[src/hw/rtl/hpb_pkg.sv]
// Package for the pixel histogram block: sizes, codes and the types that
// travel between the front end, the bin engine and the top level. No dependencies.
`default_nettype none

package hpb_pkg;

    localparam int BIN_INDEX_BITS = 16;
    localparam int COUNT_BITS     = 32;
    localparam int BAR_BITS       = 8;
    localparam int PROD_BITS      = COUNT_BITS + BAR_BITS;
    localparam int STEP_BITS      = $clog2(BAR_BITS);
    localparam int QUEUE_DEPTH    = 4;
    localparam int QPTR_BITS      = $clog2(QUEUE_DEPTH);

    localparam logic [1:0] ACT_SAMPLE = 2'd0;
    localparam logic [1:0] ACT_READ   = 2'd1;
    localparam logic [1:0] ACT_CLEAR  = 2'd2;

    localparam logic [1:0] FMT_GRAY8  = 2'd0;
    localparam logic [1:0] FMT_GRAY16 = 2'd1;
    localparam logic [1:0] FMT_RGB    = 2'd2;

    localparam logic [1:0] CH_BYTE0 = 2'd0;
    localparam logic [1:0] CH_BYTE1 = 2'd1;
    localparam logic [1:0] CH_BYTE2 = 2'd2;

    localparam logic [1:0] REG_PIXEL_FORMAT   = 2'd0;
    localparam logic [1:0] REG_CHANNEL_SELECT = 2'd1;
    localparam logic [1:0] REG_BAR_SCALE      = 2'd2;

    localparam logic [BAR_BITS-1:0] BAR_SCALE_RESET = 8'd50;

    typedef enum logic [1:0] {
        OP_SAMPLE = 2'd0,
        OP_READ   = 2'd1,
        OP_CLEAR  = 2'd2
    } t_op;

    typedef struct packed {
        t_op                       op;
        logic [BIN_INDEX_BITS-1:0] idx;
    } t_cmd;

    typedef struct packed {
        logic [1:0]          pixel_format;
        logic [1:0]          channel_select;
        logic [BAR_BITS-1:0] bar_scale;
    } t_cfg;

    typedef struct packed {
        logic init;
    } t_back_stat;

endpackage

`default_nettype wire

[src/hw/rtl/hpb_front.sv]
// Front end: accepts input beats, maps each to a bin command and queues those that are valid.
// Depends on hpb_pkg.
`default_nettype none

module hpb_front
    import hpb_pkg::*;
(
    input  wire logic        i_clk,
    input  wire logic        i_rst_n,
    input  wire t_cfg        i_cfg,
    input  wire logic        i_hold,
    input  wire logic        push,
    output logic             full,
    input  wire logic [1:0]  i_action,
    input  wire logic [23:0] i_sample,
    input  wire logic [15:0] i_bin_index,
    output logic             o_cmd_valid,
    output t_cmd             o_cmd,
    input  wire logic        i_cmd_pop
);

    t_cmd                 r_queue [QUEUE_DEPTH];
    logic [QPTR_BITS-1:0] r_wr_ptr;
    logic [QPTR_BITS-1:0] r_rd_ptr;
    logic [QPTR_BITS:0]   r_count;

    t_cmd                 w_cmd;
    logic                 w_keep;
    logic                 w_enq;
    logic                 w_deq;
    logic [7:0]           w_byte;

    always_comb begin
        w_keep  = 1'b0;
        w_cmd   = '{op: OP_SAMPLE, idx: '0};
        case (i_cfg.channel_select)
            CH_BYTE1: w_byte = i_sample[15:8];
            CH_BYTE2: w_byte = i_sample[23:16];
            default:  w_byte = i_sample[7:0];
        endcase
        unique case (i_action)
            ACT_SAMPLE: begin
                w_cmd.op = OP_SAMPLE;
                unique case (i_cfg.pixel_format)
                    FMT_GRAY8: begin
                        w_cmd.idx = BIN_INDEX_BITS'(i_sample[7:0]);
                        w_keep    = 1'b1;
                    end
                    FMT_GRAY16: begin
                        w_cmd.idx = i_sample[BIN_INDEX_BITS-1:0];
                        w_keep    = 1'b1;
                    end
                    FMT_RGB: begin
                        w_cmd.idx = BIN_INDEX_BITS'(w_byte);
                        w_keep    = (i_cfg.channel_select <= CH_BYTE2);
                    end
                    default: w_keep = 1'b0;
                endcase
            end
            ACT_READ: begin
                w_cmd.op  = OP_READ;
                w_cmd.idx = i_bin_index[BIN_INDEX_BITS-1:0];
                w_keep    = 1'b1;
            end
            ACT_CLEAR: begin
                w_cmd.op = OP_CLEAR;
                w_keep   = 1'b1;
            end
            default: w_keep = 1'b0;
        endcase
    end

    assign full        = i_hold || (r_count == (QPTR_BITS+1)'(QUEUE_DEPTH));
    assign w_enq       = push && !full && w_keep;
    assign o_cmd_valid = (r_count != '0);
    assign w_deq       = i_cmd_pop && o_cmd_valid;
    assign o_cmd       = r_queue[r_rd_ptr];

    always_ff @(posedge i_clk) begin
        if (!i_rst_n) begin
            r_wr_ptr <= '0;
            r_rd_ptr <= '0;
            r_count  <= '0;
        end else begin
            if (w_enq) begin
                r_wr_ptr <= r_wr_ptr + 1'b1;
            end
            if (w_deq) begin
                r_rd_ptr <= r_rd_ptr + 1'b1;
            end
            if (w_enq && !w_deq) begin
                r_count <= r_count + 1'b1;
            end else if (!w_enq && w_deq) begin
                r_count <= r_count - 1'b1;
            end
        end
    end

    always_ff @(posedge i_clk) begin
        if (w_enq) begin
            r_queue[r_wr_ptr] <= w_cmd;
        end
    end

endmodule

`default_nettype wire

[config.mk]
export PLATFORM = sky130hd
export DESIGN_NAME = hpb_front
export DESIGN_NICKNAME = d
export VERILOG_FILES = /design/src/hw/rtl/hpb_pkg.sv /design/src/hw/rtl/hpb_front.sv
export SDC_FILE = /design/constraint.sdc
export NUM_CORES = 1
export LEC_CHECK = 0
export BUFFER_PORTS_ARGS = -buffer_cell sky130_fd_sc_hd__buf_2
export CAP_MARGIN = 20
export CORE_MARGIN = 2
export CORE_UTILIZATION = 46
export DETAILED_ROUTE_END_ITERATION = 7
export PLACE_DENSITY = 0.69
export SYNTH_ARGS = -nofsm -noshare
export SYNTH_HDL_FRONTEND = slang
export SYNTH_SLANG_ARGS = --single-unit
[constraint.sdc]
create_clock -name i_clk -period 5.49 [get_ports i_clk]
set_clock_uncertainty 0.05 [all_clocks]
set_input_delay 1.098 -clock i_clk [delete_from_list [all_inputs] [get_ports i_clk]]
set_output_delay 1.098 -clock i_clk [all_outputs]
set_load 0.05 [all_outputs]
==> flow_summary.toml <==
[timing]
period_share_pct = 59.38
worstMarginPinSlew_ns = 1.026
hold_violations = 0
setup_tns_ns = 0
rsz0062_at_grt = "false"
period_minus_slack_ns = 3.260
setup_violations = 0
drv_slew = 0
fmax_ghz = 0.3068
relSlewSlack_pct = 31.61

[synth]
avgSynthCellArea_um2 = 17.05
synthesis.nets = 280
ys_ff_latch = 81
synth-edff-count = 72
ys_warn_count = 0
synth_ff_type = "edfxtp_1"
seq_area_frac_synth_pct = 66.06
syn_inst = 208
async_reset_ff_share_pct = 0
synth_top_area_share_pct = 60.97
synthTopCellsByArea = "edfxtp_1, mux4_2, dfxtp_1, ha_1, a221o_1"
synthTopCellsByCount = "edfxtp_1, mux4_2, nand2_1"
synth_area_leader_cell = "edfxtp_1"
yosysUniqueCellTypes = 29
synth_area_mm2 = 0.003546
synth.most_common_cell = "edfxtp_1"

[flow_run]
maxCapViolations = 0

[placement]
dp_hpwl_um = 4899
gp_congestion = 0.7688
io_buffer_count = 70

[cts]
cts.sinks = 81
htreeDepth = 3
clk_pin_slew_ns = 0.08
cts_root_buffer = "clkbuf_8"
cts_buffer_depth = 2
cts_hold_buffers = 0
cts_inserted_buffers = 9
cts_tree = "done"
ctsResizeCount = 0
postCtsSetupBuffers = 0
clk_latency_ns = 0.35

[floorplan]
start_util_pct = 46.61
ios = 79
die_area_mm2 = 0.008426
rows = 32
die_h_um = 91.80
die_w_um = 91.80
core_mm2 = 0.007607

[cells_and_area]
area_growth_pct = 18.10
postLayoutCoreUtil_pct = 55.05
drive_gt1_share_pct = 37.72
nets = 348
fillers = 638
insertedDiodeCount = 0

[critical_path]
crit_path_end_kind = "flip-flop"
critPathLaunchType = "input port"
cp.arrival_ns = 3.49
critPathMaxFanout = 7
cp.required_ns = 5.72
crit_type = "in -> reg"

[power_and_ir_drop]
power.leakage_nw = 1.529
peakVddDrop_mv = 0.1931
seqPwrFrac_pct = 44.9
internal_power_mw = 1.098
combPwrFrac_pct = 24.9
p_total_mw = 1.597
power_frac_clock_pct = 30.2
switching_power_mw = 0.4989
power_density_mw_per_mm2 = 381.3
switching_share_pct = 31.24

[global_routing]
antenna_found_initial = 0
grt_use_total_pct = 18.49
grt_pass1_wl_um = 11560
grt_max_degree = 21
grt_overflow = 0
grt_pass1_vias = 2237

[routing]
wire_per_inst_um = 18.71
via_count = 2114
drtPass1Iterations = 4
drt_iter0_drc = 115
wl_um = 7166
drc = 0
routed_via_density = 5.520
ant_nets = 0

[outcome]
status = "finished clean"

[min_path]
hold_path.class = "reg -> reg"
==> kinds of logic after synthesis <==
kind of cell,share of synthesized area [%]
and+or+nand+nor,5.010
xor gates and xnor gates,0.9882
buffers and inverters,2.682
AOI/OAI and AO/OA,8.187
DFF,66.05
muxes,12.28
adders and majority gates,4.799
==> layout by cell type (no fill, tap or decap) <==
master	Yosys	layout
a21boi_0	1	1
dfxtp_1	9	9
a221o_1	8	8
o21ai_0	2	2
buf_2	4	70
nand2b_1	1	1
a21oi_1	9	9
or3_1	2	2
a21o_1	1	1
xnor2_1	3	3
a221oi_1	8	8
fa_1	1	1
inv_6	0	2
clkinvlp_4	0	2
mux2i_1	3	3
nand2_1	13	13
xor2_1	1	1
clkbuf_8	0	9
nor4b_4	1	1
nor2_1	1	1
ha_1	12	12
a22o_1	8	8
clkinv_4	0	1
nor2b_1	2	2
and3b_1	1	1
inv_1	7	7
buf_4	3	1
bufinv_16	0	2
mux4_2	18	18
and2_1	9	9
nand3_1	1	1
edfxtp_1	72	72
==> flip-flops by register name, summed over array words and instances, names as in the netlist, named ones only <==
register and cells:
r_count 3, r_queue 72, r_rd_ptr 2, r_wr_ptr 2
==> routing by layer <==
metal  up-vias  share of wire [%]  GRT usage (%)
met2        79                 50          30.94
met4         0                2.7          9.204
li1        967                  -              -
met1      1054                 41          23.28
met5         -                  0              0
met3        14                5.9          3.369
==> worst max-delay path: stages <==
cell and delay [ns]:
buf_2 0.12, ha_1 0.18, o21ai_0 0.15, a21oi_1 0.12
nor4b_4 0.45, ha_1 0.26, inv_1 0.06, fa_1 0.37
xor2_1 0.18, or3_1 0.32, a21boi_0 0.18
==> path summary, 6_finish.rpt <==
check,end,startpoint,slack (ns),cells past startpoint
hold / removal,r_wr_ptr[1]$_SDFFE_PN0P_,r_wr_ptr[1]$_SDFFE_PN0P_,0.46,2
hold reg to reg,r_wr_ptr[1]$_SDFFE_PN0P_,r_wr_ptr[1]$_SDFFE_PN0P_,0.46,2
setup reg to reg,r_count[2]$_SDFFE_PN0P_,r_count[0]$_SDFFE_PN0P_,2.89,9
setup / recovery,r_count[2]$_SDFFE_PN0P_,i_cfg[8],2.23,11
==> cell type report <==
| type | count | area [um2] | area share [%] |
|---|---|---|---|
| well taps | 102 | 127.6 | 3.047 |
| clock inverters | 7 | 101.3 | 2.420 |
| flip-flops and latches | 81 | 2342 | 55.93 |
| repair buffers | 71 | 357.8 | 8.545 |
| clock buffers | 9 | 123.9 | 2.958 |
| inverters | 7 | 26.28 | 0.6274 |
| multi-input cells | 106 | 1109 | 26.47 |
==> through the flow <==
stage | area, um2 | cells | hold slack, ns | worst slack (ns)
6_report | 4188 | 383 | 0.4596 | 2.230
5_1_grt | 4188 | 383 | 0.4991 | 1.991
4_1_cts | 4188 | 383 | 0.4650 | 2.215
3_5_place_dp | 3963 | 367 | 0.4528 | 1.895
3_3_place_gp | 3963 | 367 | 0.4381 | 1.920
2_1_floorplan | 3546 | 208 | 0.4177 | 2.222
==> power by group through the flow <==
stage	Clock [mW]	Combinational [mW]	Sequential [mW]
finish	0.483	0.398	0.716
global route	0.516	0.429	0.720
CTS	0.489	0.404	0.717
detailed placement	0	0.401	0.731
global placement	0	0.397	0.730
floorplan	0	0.319	0.721
Note: power is estimated with default switching activity, not from simulation.
